--- src/rtl/ssr_pkg.sv ---
package ssr_pkg;

  localparam int ROUTINE_DEPTH = 768;
  localparam int ERROR_DEPTH   = 256;
  localparam int STORE_DEPTH   = ROUTINE_DEPTH + ERROR_DEPTH;

  localparam int ROUTINE_AW = (ROUTINE_DEPTH > 1) ? $clog2(ROUTINE_DEPTH) : 1;
  localparam int ERROR_AW   = (ERROR_DEPTH > 1) ? $clog2(ERROR_DEPTH) : 1;
  localparam int STORE_AW   = $clog2(STORE_DEPTH);
  // wide enough for any slot, head or region bound in an unsigned compare
  localparam int CMP_W      = $clog2(STORE_DEPTH) + 2;

  localparam int OP_W        = 2;
  localparam int ERRNO_W     = 32;
  localparam int RET_W       = 64;
  localparam int DISP_W      = 2;
  localparam int PAYLOAD_W   = 64;
  localparam int SLOT_W      = 10;
  localparam int SEQ_W       = 64;
  localparam int PCT_W       = 7;
  localparam int SEED_W      = 32;
  localparam int CFG_INDEX_W = 8;
  localparam int CFG_DATA_W  = 32;

  localparam int QUEUE_DEPTH = 2;
  localparam int QUEUE_AW    = $clog2(QUEUE_DEPTH);

  typedef enum logic [OP_W-1:0] {
    OP_SYSCALL = 2'd0,
    OP_PROCESS = 2'd1,
    OP_READ    = 2'd2
  } op_t;

  localparam logic [DISP_W-1:0] DISP_NOSYS = 2'd2;

  localparam logic [CFG_INDEX_W-1:0] REG_SAMPLE_PERCENT = 8'd0;
  localparam logic [CFG_INDEX_W-1:0] REG_RANDOM_SEED    = 8'd1;

  localparam logic [PCT_W-1:0]  RESET_PERCENT = 7'd1;
  localparam logic [PCT_W-1:0]  PCT_ALL       = 7'd100;
  localparam logic [SEED_W-1:0] RESET_SEED    = 32'd1;

  // x / 100 == (x * DIV100_MAGIC) >> DIV100_SHIFT for every 32-bit x
  localparam logic [SEED_W-1:0] DIV100_MAGIC = 32'h51EB_851F;
  localparam int                DIV100_SHIFT = 37;
  localparam int                QUOT_W       = 2 * SEED_W - DIV100_SHIFT;
  localparam logic [SEED_W-1:0] MOD_BASE     = 32'd100;

  typedef enum logic [1:0] {
    KIND_NONE,
    KIND_ROUTINE,
    KIND_ERROR,
    KIND_READ
  } kind_t;

  // input word, error_number in the lowest bits
  typedef struct packed {
    logic [2:0]              pad;
    logic [SLOT_W-1:0]       slot;
    logic [PAYLOAD_W-1:0]    payload;
    logic                    is_rare;
    logic [DISP_W-1:0]       disposition;
    logic signed [RET_W-1:0] ret_val;
    logic signed [ERRNO_W-1:0] error_number;
  } in_word_t;

  // result word, stored in the lowest bit
  typedef struct packed {
    logic [4:0]           pad;
    logic [PAYLOAD_W-1:0] read_payload;
    logic [SEQ_W-1:0]     sequence_res;
    logic [SLOT_W-1:0]    entry_slot;
    logic                 stored;
  } out_word_t;

  localparam int IN_DATA_W  = $bits(in_word_t);
  localparam int OUT_DATA_W = $bits(out_word_t);

  typedef struct packed {
    kind_t                kind;
    logic [PAYLOAD_W-1:0] payload;
    logic [SLOT_W-1:0]    slot;
  } cmd_t;

  typedef struct packed {
    logic [SEQ_W-1:0]     seq_num;
    logic [PAYLOAD_W-1:0] data;
  } entry_t;

  function automatic logic [SEED_W-1:0] xorshift32(input logic [SEED_W-1:0] x);
    logic [SEED_W-1:0] a;
    logic [SEED_W-1:0] b;
    a = x ^ (x << 13);
    b = a ^ (a >> 17);
    return b ^ (b << 5);
  endfunction

endpackage

--- src/rtl/ssr_fifo.sv ---
module ssr_fifo (
  input  logic          clk,
  input  logic          rst,
  input  logic          in_valid,
  output logic          in_ready,
  input  ssr_pkg::cmd_t in_cmd,
  output logic          out_valid,
  input  logic          out_ready,
  output ssr_pkg::cmd_t out_cmd
);

  ssr_pkg::cmd_t                 entries [ssr_pkg::QUEUE_DEPTH];
  logic [ssr_pkg::QUEUE_AW-1:0]  wr_ptr;
  logic [ssr_pkg::QUEUE_AW-1:0]  rd_ptr;
  logic [ssr_pkg::QUEUE_AW:0]    count;
  logic                          push;
  logic                          pop;

  assign in_ready  = count != (ssr_pkg::QUEUE_AW + 1)'(ssr_pkg::QUEUE_DEPTH);
  assign out_valid = count != '0;
  assign out_cmd   = entries[rd_ptr];
  assign push      = in_valid && in_ready;
  assign pop       = out_valid && out_ready;

  always_ff @(posedge clk) begin
    if (push) begin
      entries[wr_ptr] <= in_cmd;
    end
  end

  always_ff @(posedge clk) begin
    if (rst) begin
      wr_ptr <= '0;
      rd_ptr <= '0;
      count  <= '0;
    end else begin
      if (push) begin
        wr_ptr <= (wr_ptr == ssr_pkg::QUEUE_AW'(ssr_pkg::QUEUE_DEPTH - 1)) ? '0 : wr_ptr + 1'b1;
      end
      if (pop) begin
        rd_ptr <= (rd_ptr == ssr_pkg::QUEUE_AW'(ssr_pkg::QUEUE_DEPTH - 1)) ? '0 : rd_ptr + 1'b1;
      end
      if (push && !pop) begin
        count <= count + 1'b1;
      end else if (pop && !push) begin
        count <= count - 1'b1;
      end
    end
  end

endmodule

--- config.mk ---
export PLATFORM = sky130hd
export DESIGN_NAME = ssr_fifo
export DESIGN_NICKNAME = d
export VERILOG_FILES = /design/src/rtl/ssr_pkg.sv /design/src/rtl/ssr_fifo.sv
export SDC_FILE = /design/constraint.sdc
export NUM_CORES = 1
export LEC_CHECK = 0
export BUFFER_PORTS_ARGS = -buffer_cell sky130_fd_sc_hd__buf_2
export CORE_MARGIN = 8
export CORE_UTILIZATION = 35
export CTS_CLUSTER_DIAMETER = 200
export DETAILED_ROUTE_END_ITERATION = 7
export PLACE_DENSITY_LB_ADDON = 0.08
export SYNTH_ARGS = -nofsm -noshare
export SYNTH_HDL_FRONTEND = slang
export SYNTH_SLANG_ARGS = --single-unit
--- constraint.sdc ---
create_clock -name clk -period 5.4 [get_ports clk]
set_input_delay 0.81 -clock clk [delete_from_list [all_inputs] [get_ports clk]]
set_output_delay 0.81 -clock clk [all_outputs]
set_load 0.01 [all_outputs]
# Word level (Yosys, flattened, before mapping)
# Memories as Yosys holds them, arrays and structs flattened. A register that Yosys moved wholly into a read port is not among the register bits.
# Cells that the tools add are included.
[op_classes] add_sub_neg=4 mul=0 div_mod_pow=0 magnitude_cmp=0 eq_ne=1 shifts=0 muxes=8 bitwise=0 reduce_logical=8
[op_table] op="1-bit two-way mux" n=6
[op_table] op="1-bit logical AND" n=4
[op_table] op="2-bit two-way mux" n=2
[op_table] op="2-bit nonzero test" n=2
[op_table] op="1-bit adder (second input constant)" n=2
[op_table] op="2-bit by 1-bit adder with 2-bit output (second input constant)" n=1
[op_table] op="1-bit logical NOT" n=2
[op_table] op="2-bit != test (second input constant)" n=1
[op_table] op="2-bit by 1-bit subtractor with 2-bit output (second input constant)" n=1
[word_totals] register_bits=4 latch_bits=0 ram_bits=152 romBits=0 word_cells=25 n_memories=1
[memory_table] name="entries" words=2 width=76 rd=1 rd_ports_with_merged_regs=1 write_ports=1 line="ssr_fifo.sv:12" text="ssr_pkg::cmd_t entries [ssr_pkg::QUEUE_DEPTH];"

# Longest topological paths before layout
# Gate-level depths: netlist of the first run.
[depth] word_depth=6 depth_mapped=6 depth_no_buf=6

# Worst setup path before layout of the first run
# OpenSTA, ideal clock, no wires.
[synth_path] path_kind="in2reg" from="input in_valid" to="memory entries[1][0] (netlist name) (enable)" setup_ps=443 arrival_time_ps=2635 required_time_ps=4957 setup_slack_ps=2322 cell_stages=1 n_path_buf=0 path_cell_list="and3_1"
[synth_via] elab_chain_len=3
[synth_lines] element="start, declared" line="ssr_fifo.sv:4" text="input logic in_valid,"
[synth_lines] element="1-bit logical AND" line="ssr_fifo.sv:22" text="assign push = in_valid && in_ready;"
[synth_lines] element="1-bit two-way mux" line="ssr_fifo.sv:26" text="if (push) begin"
[synth_lines] element="1-bit two-way mux (implied by the code)" line="ssr_fifo.sv:27" text="entries[wr_ptr] <= in_cmd;"
[synth_lines] element="end, declared" line="ssr_fifo.sv:12"
# No other way between the ends.

==> results of run 1 <==
[layout make-up]
cell class	instances	area, sq um	share of cell area [%]
tap	216	270	3.71
multi-input combinational	94	980	13.4
clock inverter	11	125	1.72
clock buffer	20	437	5.99
sequential	157	4670	64.1
timing repair buffer	159	801	11.0
inverter	1	5.00	0.0687
[final timing paths]
kind	start	endpoint	slack, ns
worst max register to register	count[0]	entries[0][49]	3.12
worst min register to register	rd_ptr	rd_ptr	0.52
worst min-delay path	rd_ptr	rd_ptr	0.52
worst max-delay path	flop	out_cmd[13]	2.51
[through the flow]
| step | power, mW | area, sq um | setup WS, ns |
|---|---|---|---|
| 2_1_floorplan | 2.10 | 5710 | 2.32 |
| 3_3_place_gp | 2.39 | 6720 | 2.79 |
| 3_5_place_dp | 2.40 | 6720 | 2.77 |
| 4_1_cts | 3.55 | 7290 | 2.40 |
| 5_1_grt | 3.66 | 7290 | 2.34 |
| 6_report | 3.49 | 7290 | 2.51 |
[tightest hold or removal path, delay by kind of cell (launching register included)]
kind          cells  cell delay [ns]
xor+xnor          1             0.08
flops             1             0.32
simple gates      1             0.08
[cells by family (layout without fill, tap and decap cells)]
kind of cell	after synthesis	count (layout)
AND/OR/NAND/NOR	9	9
AO/OA/AOI/OAI	5	5
adder cells (fa/ha/maj)	1	1
flip-flops	157	157
buffers and inverters	9	191
multiplexers	76	76
XOR/XNOR	3	3
[report_power, final]
part | leakage, nW | total [mW] | switching [mW] | internal [mW]
Clock | 0.271 | 1.14 | 0.429 | 0.713
Combinational | 0.962 | 0.708 | 0.351 | 0.358
Sequential | 1.46 | 1.64 | 0.115 | 1.53
[state kept, by name, summed over array words and instances (netlist names), named ones only]
register  flops
entries     152
rd_ptr        1
wr_ptr        1
count         2
[synth_stat cells]
cell type / instances
buf_2: 3
buf_4: 1
a21oi_1: 2
o21ai_0: 2
xor2_1: 3
and3_1: 1
nand2b_1: 1
buf_6: 4
nor2_1: 3
a21bo_2: 1
ha_1: 1
edfxtp_1: 152
inv_1: 1
dfxtp_1: 5
or3_1: 1
and2_1: 1
or2_2: 1
nand3b_1: 1
mux2_2: 76
[per-layer routing]
metal	wire [um]	up-vias	share of wire (%)
li1	-	1370	-
met1	4680	1447	41
met2	5660	96	50
met3	789	18	7.0
met4	210	2	1.9
met5	10	-	0.088
==> results.sh, run 1 <==
export IMPL_die_y_um=144
export IMPL_cpLargestDelayFamily="flip-flops"
export IMPL_ir_worst_vdd_uv=241
export IMPL_root_buffer="clkbuf_16"
export IMPL_cts_hold_buf=0
export IMPL_period_share_pct=53.6
export IMPL_worst_path_largest_cell_delay_ns=1.07
export IMPL_hold_path_depth=2
export IMPL_grt_ovfl_total=0
export IMPL_cts_buffer_depth=2
export IMPL_min_path_type="reg2reg"
export IMPL_final_hold_viol_count=0
export IMPL_rr_worst_depth=4
export IMPL_synthAdderAreaFrac_pct=0.219
export IMPL_via_per_inst=4.46
export IMPL_yosys_area_share_simple_pct=0.876
export IMPL_tightest_slew_ns=1.08
export IMPL_fin_hold_ws_ns=0.519
export IMPL_p_leak_nw=2.69
export IMPL_detail_route_wl_per_cell_um=17.2
export IMPL_grt_met2_usage_pct=18.4
export IMPL_crit_fanout=76
export IMPL_grt_pass1_wl_um=16900
export IMPL_final_cells=658
export IMPL_dieArea_sq_um=20700
export IMPL_rows=46
export IMPL_ctsResizeCount=0
export IMPL_hpwlAfterDp_um=7410
export IMPL_relSlewSlack_pct=28.3
export IMPL_clkLatencyLatePin_ns=0.41
export IMPL_cts_setup_buffers=0
export IMPL_synth_xor_area_share_pct=0.460
export IMPL_area_growth_syn_to_layout_pct=27.6
export IMPL_synth_compound_area_share_pct=0.526
export IMPL_slowest_stage="dfxtp_4"
export IMPL_ys_warn_count=0
export IMPL_routed_wl_um=11300
export IMPL_drt_pass1_iter_count=4
export IMPL_start_util_pct=35.8
export IMPL_clock_skew_ns=0.00612
export IMPL_cts_sinks=157
export IMPL_endpoint_kind="output port"
export IMPL_cts_clk_slew_worst_paths_ns=0.05
export IMPL_diodes=0
export IMPL_fillers=1418
export IMPL_report_final_setup_viol=0
export IMPL_grt_antenna_before_repair=1
export IMPL_htree_num_levels=4
export IMPL_yosysTopAreaCell="edfxtp_1"
export IMPL_use_met3_pct=4.21
export IMPL_path_buf_inv=1
export IMPL_cts_tree="yes"
export IMPL_grt_pass1_vias=3237
export IMPL_cp_depth=2
export IMPL_mappedNetlistArea_sq_um=5710
export IMPL_maxSlewViolCount=0
export IMPL_maxCapViolCount=0
export IMPL_nNetsFinal=511
export IMPL_grt_util_all_layers_pct=11.2
export IMPL_core_area_sq_um=15900
export IMPL_ys_top_cells_by_area="edfxtp_1, mux2_2, dfxtp_1"
export IMPL_die_w_um=144
export IMPL_num_vias=2933
export IMPL_path_class="reg2out"
export IMPL_port_buffers=157
export IMPL_outcome="finished clean"
export IMPL_crit_chain="mux2_2 > buf_2"
export IMPL_post_place_cells=627
export IMPL_grt_busiest_layer="met2"
export IMPL_cts_made_buffers=17
export IMPL_synth_fp_nets=341
export IMPL_antenna_left=0
export IMPL_drt_iter0_markers=119
export IMPL_synth_top_family_by_area="multiplexers"
export IMPL_period_needed_ns=2.89
export IMPL_cp_arrival_ns=2.08
export IMPL_synth_mux_area_share_pct=15.0
export IMPL_drive_above_1_share_pct=59.0
export IMPL_synth_top_area_share_pct=79.9
export IMPL_fin_util_pct=45.7
export IMPL_final_common_cell="buf_2"
export IMPL_synth_seq_area_share_pct=81.7
export IMPL_grt_start_max_net_pins=77
export IMPL_ioPinCount=158
export IMPL_p_per_area_nw_per_um2=479
export IMPL_fmax_ghz=0.345
export IMPL_crit_path_start_kind="flop"
export IMPL_syn_inst=260
export IMPL_ys_ff_latch=157
export IMPL_grt_setup_unrepaired="no"
export IMPL_cp_required_ns=4.59
export IMPL_setup_tns_ns=0
export IMPL_place_gp_congestion=0.668
export IMPL_ys_types=19
export IMPL_use_met1_pct=12.4
export IMPL_layout_common_cells="buf_2, edfxtp_1, mux2_2"
export IMPL_synthesis_area_per_instance_sq_um=22.0
export IMPL_drc=0
No activity file was read; power rests on OpenSTA's default activity.
==> run 2, diff against run 1 <==
==> constraint.sdc (replaced) <==
create_clock -name clk -period 2.5 [get_ports clk]
set_input_delay 0.375 -clock clk [delete_from_list [all_inputs] [get_ports clk]]
set_output_delay 0.375 -clock clk [all_outputs]
set_load 0.01 [all_outputs]
==> run 2 against run 1 <==
Against the previous run: total power is 120% higher; final area increased by 1.9%; final cell count is 0.76% higher; core utilization rose by 0.87 points; sequential share of layout area down 1.2 points; via count up 0.31%; critical path depth increased by 1.
==> results.sh, run 2 (synthesized netlist as in run 1, its figures left out) <==
export IMPL_drive_above_1_share_pct=61.1
export IMPL_multi_input_area_sq_um=980
export IMPL_top_layer_used="met4"
export IMPL_cts_buffer_depth=2
export IMPL_drt_pass1_iter_count=4
export IMPL_core_area_sq_um=15900
export IMPL_reg_top3="entries: 152 flops, count: 2 flops"
export IMPL_die_y_um=144
export IMPL_tightest_slew_ns=0.386
export IMPL_drc=0
export IMPL_fmax_ghz=0.459
export IMPL_final_hold_viol_count=0
export IMPL_clock_skew_ns=0.00787
export IMPL_grt_util_all_layers_pct=11.4
export IMPL_power_mw=7.77
export IMPL_largest_register_ffs=152
export IMPL_layout_common_cells="buf_2, edfxtp_1, mux2_2"
export IMPL_cts_clk_slew_worst_paths_ns=0.06
export IMPL_setup_tns_ns=0
export IMPL_crit_fanout=30
export IMPL_endpoint_kind="output port"
export IMPL_root_buffer="clkbuf_16"
export IMPL_grt_antenna_before_repair=0
export IMPL_cts_sinks=157
export IMPL_relSlewSlack_pct=74.3
export IMPL_clkLatencyLatePin_ns=0.41
export IMPL_via_per_inst=4.44
export IMPL_start_util_pct=35.8
export IMPL_final_cell_area_sq_um=7420
export IMPL_port_buffers=157
export IMPL_route_met2_wl_um=5630
export IMPL_num_vias=2942
export IMPL_grt_setup_unrepaired="no"
export IMPL_grt_ovfl_total=0
export IMPL_placed_area_sq_um=6820
export IMPL_htree_num_levels=4
export IMPL_die_w_um=144
export IMPL_maxSlewViolCount=0
export IMPL_place_gp_congestion=0.669
export IMPL_wl_met3_um=980
export IMPL_diodes=0
export IMPL_maxCapViolCount=0
export IMPL_cp_required_ns=2.12
export IMPL_cts_made_buffers=17
export IMPL_cts_tree="yes"
export IMPL_period_needed_ns=2.18
export IMPL_drt_iter0_markers=105
export IMPL_fin_hold_ws_ns=0.152
export IMPL_antenna_left=0
export IMPL_grt_start_max_net_pins=52
export IMPL_routed_wl_um=11700
export IMPL_area_growth_syn_to_layout_pct=30.0
export IMPL_outcome="finished clean"
export IMPL_dieArea_sq_um=20700
export IMPL_fillers=1407
export IMPL_grt_pass1_wl_um=17200
export IMPL_cp_arrival_ns=1.80
export IMPL_cts_hold_buf=0
export IMPL_detail_route_wl_per_cell_um=17.6
export IMPL_period_share_pct=87.2
export IMPL_crit_path_start_kind="flop"
export IMPL_path_class="reg2out"
export IMPL_p_per_area_nw_per_um2=1050
export IMPL_seqCellArea_sq_um=4670
export IMPL_p_leak_nw=2.75
export IMPL_met1_length_um=4890
export IMPL_report_final_setup_viol=0
export IMPL_rows=46
export IMPL_nNetsFinal=515
export IMPL_hpwlAfterDp_um=7860
export IMPL_final_cells=663
export IMPL_largest_register="entries"
export IMPL_ctsResizeCount=0
export IMPL_ioPinCount=158
export IMPL_ir_worst_vdd_uv=461
export IMPL_post_place_cells=631
export IMPL_min_path_type="in2reg"
export IMPL_cts_setup_buffers=0
export IMPL_final_common_cell="buf_2"
export IMPL_grt_pass1_vias=3175
[run 2: path summary, 6_finish.rpt]
path	startpoint	to	slack, ns	depth (start not counted)
worst max register to register	count[0]	entries[0][47]	0.74	4
worst min register to register	rd_ptr	rd_ptr	0.51	2
worst min-delay path	in_cmd[9]	entries[0][9]	0.15	1
worst max-delay path	flop	out_cmd[60]	0.32	3
[run 2: final cells by class]
| type | instances | share of cell area (%) |
|---|---|---|
| inverters | 1 | 0.101 |
| clock buffers | 19 | 5.83 |
| well taps | 216 | 3.64 |
| multi-input cells | 94 | 13.2 |
| flip-flops and latches | 157 | 62.9 |
| clock inverters | 13 | 2.33 |
| repair buffers | 163 | 12.0 |
[run 2: metal layers]
metal	track usage (%)	vias up
li1	-	1383
met1	13.3	1445
met2	17.9	100
met3	4.78	14
met4	5.31	0
met5	0	-
[run 2: critical path: stages, from the launching register on]
cell     delay [ns]
dfxtp_4        0.59
buf_12         0.27
mux2_2         0.37
buf_2          0.14
[run 2: through the flow]
stage	worst slack, ns	util, %
CTS	0.273	46.6
finish	0.321	46.6
floorplan	0.260	-
global placement	0.735	42.8
detailed placement	0.724	42.8
global route	0.230	46.6
[run 2: power breakdown]
part           internal (mW)  switching (mW)
registers               3.29           0.138
logic                  0.842           0.892
clock network           1.66           0.954
==> run 3, diff against run 2 <==
--- a/config.mk
+++ b/config.mk
@@ -6,7 +6,6 @@
 export NUM_CORES = 1
 export LEC_CHECK = 0
 export BUFFER_PORTS_ARGS = -buffer_cell sky130_fd_sc_hd__buf_2
-export CORE_MARGIN = 8
 export CORE_UTILIZATION = 35
 export CTS_CLUSTER_DIAMETER = 200
 export DETAILED_ROUTE_END_ITERATION = 7
==> run 3 against run 2 <==
Against the previous run: combinational power barely moved; fmax rose by 4.5%; total power decreased by 3.0%; routed wire length down 8.8%; clock skew increased by 0.0030 ns; global-route usage up 1.9 points; critical path depth is the same; clock power fell by 7.7%; largest cell class unchanged; highest routed layer unchanged.
==> results.sh, run 3 (synthesized netlist as in run 1, its figures left out) <==
export IMPL_outcome="finished clean"
export IMPL_cts_clk_slew_worst_paths_ns=0.06
export IMPL_die_y_um=130
export IMPL_ir_worst_vdd_uv=445
export IMPL_cts_setup_buffers=0
export IMPL_sequentialPowerShare_pct=45.2
export IMPL_drt_pass1_iter_count=4
export IMPL_min_path_type="in2reg"
export IMPL_hold_end="entries[1][0]"
export IMPL_place_gp_congestion=0.681
export IMPL_antenna_left=0
export IMPL_grt_util_all_layers_pct=13.3
export IMPL_grt_setup_unrepaired="no"
export IMPL_tightest_slew_ns=0.558
export IMPL_cts_tree="yes"
export IMPL_area_growth_syn_to_layout_pct=28.9
export IMPL_cp_arrival_ns=1.71
export IMPL_routed_wl_um=10700
export IMPL_report_final_setup_viol=0
export IMPL_reg_top3="entries: 152 flops, count: 2 flops"
export IMPL_rows=46
export IMPL_min_from="in_cmd[0]"
export IMPL_start_util_pct=35.9
export IMPL_drive_above_1_share_pct=60.5
export IMPL_period_share_pct=83.4
export IMPL_setup_tns_ns=0
export IMPL_crit_chain="buf_12 > mux2_2 > buf_2"
export IMPL_fin_hold_ws_ns=0.142
export IMPL_clkLatencyLatePin_ns=0.42
export IMPL_grt_ovfl_total=0
export IMPL_ioPinCount=158
export IMPL_cts_made_buffers=17
export IMPL_ctsResizeCount=0
export IMPL_largest_register="entries"
export IMPL_maxSlewViolCount=0
export IMPL_rrSetupSlack_ns=0.74
export IMPL_root_buffer="clkbuf_16"
export IMPL_period_needed_ns=2.09
export IMPL_cts_buffer_depth=2
export IMPL_endpoint_kind="output port"
export IMPL_cts_sinks=157
export IMPL_rr_worst_depth=4
export IMPL_layout_common_cells="buf_2, edfxtp_1, mux2_2"
export IMPL_r2r_start="count[0]"
export IMPL_num_vias=2951
export IMPL_clock_skew_ns=0.0109
export IMPL_p_per_area_nw_per_um2=1020
export IMPL_p_leak_nw=2.71
export IMPL_p_comb_share_pct=22.8
export IMPL_final_cell_area_sq_um=7360
export IMPL_grt_pass1_wl_um=15900
export IMPL_dieArea_sq_um=16800
export IMPL_slowest_stage="dfxtp_4"
export IMPL_diodes=0
export IMPL_detail_route_wl_per_cell_um=16.1
export IMPL_cpLargestDelayFamily="flip-flops"
export IMPL_seqCellArea_sq_um=4670
export IMPL_fillers=1438
export IMPL_r2r_end="entries[0][57]"
export IMPL_grt_pass1_vias=3072
export IMPL_path_class="reg2out"
export IMPL_crit_fanout=32
export IMPL_via_per_inst=4.44
export IMPL_final_common_cell="buf_2"
export IMPL_path_buf_inv=2
export IMPL_hold_path_depth=1
export IMPL_power_switching_mw=1.97
export IMPL_switching_share_pct=26.1
export IMPL_die_w_um=130
export IMPL_largest_register_ffs=152
export IMPL_crit_path_start_kind="flop"
export IMPL_port_buffers=157
export IMPL_cts_hold_buf=0
export IMPL_placed_area_sq_um=6800
export IMPL_fmax_ghz=0.479
export IMPL_drc=0
export IMPL_drt_iter0_markers=157
export IMPL_cp_required_ns=2.12
export IMPL_core_area_sq_um=15900
export IMPL_grt_antenna_before_repair=0
export IMPL_grt_start_max_net_pins=41
export IMPL_p_int_mw=5.57
export IMPL_final_hold_viol_count=0
export IMPL_power_frac_clock_pct=32.0
export IMPL_htree_num_levels=4
export IMPL_nNetsFinal=516
export IMPL_maxCapViolCount=0
export IMPL_relSlewSlack_pct=62.8
export IMPL_hpwlAfterDp_um=6880
export IMPL_multi_input_area_sq_um=980
export IMPL_worst_path_largest_cell_delay_ns=0.51
-- run 3: area by class of cell --
class | count | area share, %
clock buffer | 19 | 5.88
clock inverter | 13 | 1.68
inverter | 1 | 0.102
multi-input combinational | 94 | 13.3
sequential | 157 | 63.4
tap | 216 | 3.67
timing repair buffer | 164 | 11.9
-- run 3: worst max-delay path by stage --
stage / cells after the start / from / slack, ns / to
floorplan: 3 / count[0] / 0.26 / entries[0][0]
global placement: 4 / count[0] / 0.80 / entries[0][75]
detailed placement: 4 / count[0] / 0.74 / entries[0][75]
CTS: 3 / flop / 0.36 / out_cmd[57]
global route: 3 / flop / 0.31 / out_cmd[57]
finish: 3 / flop / 0.41 / out_cmd[40]
-- run 3: metal layers --
metal  GRT usage, %  part of all wire, %  wire [um]  vias to the layer above
li1               -                    -          -                     1384
met1           14.5                   40       4270                     1458
met2           21.9                   51       5410                       96
met3           5.58                  7.4        794                       13
met4           7.39                  1.8        191                        0
met5              0                    0          0                        -
-- run 3: stage by stage --
step	util, %	setup WS [ns]	total power [mW]	cells
floorplan	-	0.260	4.53	260
global placement	42.8	0.801	5.21	632
detailed placement	42.8	0.739	5.23	632
CTS	46.3	0.360	7.68	664
global route	46.3	0.306	7.92	664
finish	46.3	0.414	7.54	664
-- run 3: power by group through the flow --
stage,combinational [mW],clock (mW),sequential (mW)
2_1_floorplan,1.12,0,3.41
3_3_place_gp,1.76,0,3.45
3_5_place_dp,1.77,0,3.47
4_1_cts,1.78,2.49,3.41
5_1_grt,1.88,2.60,3.44
6_report,1.72,2.41,3.41
-- run 3: worst register-to-register path: cells and delay by family, from the launching register on --
kind / cells / cell delay [ns]
buffers and inverters: 2 / 0.73
DFF: 1 / 0.35
and+or+nand+nor: 2 / 0.39
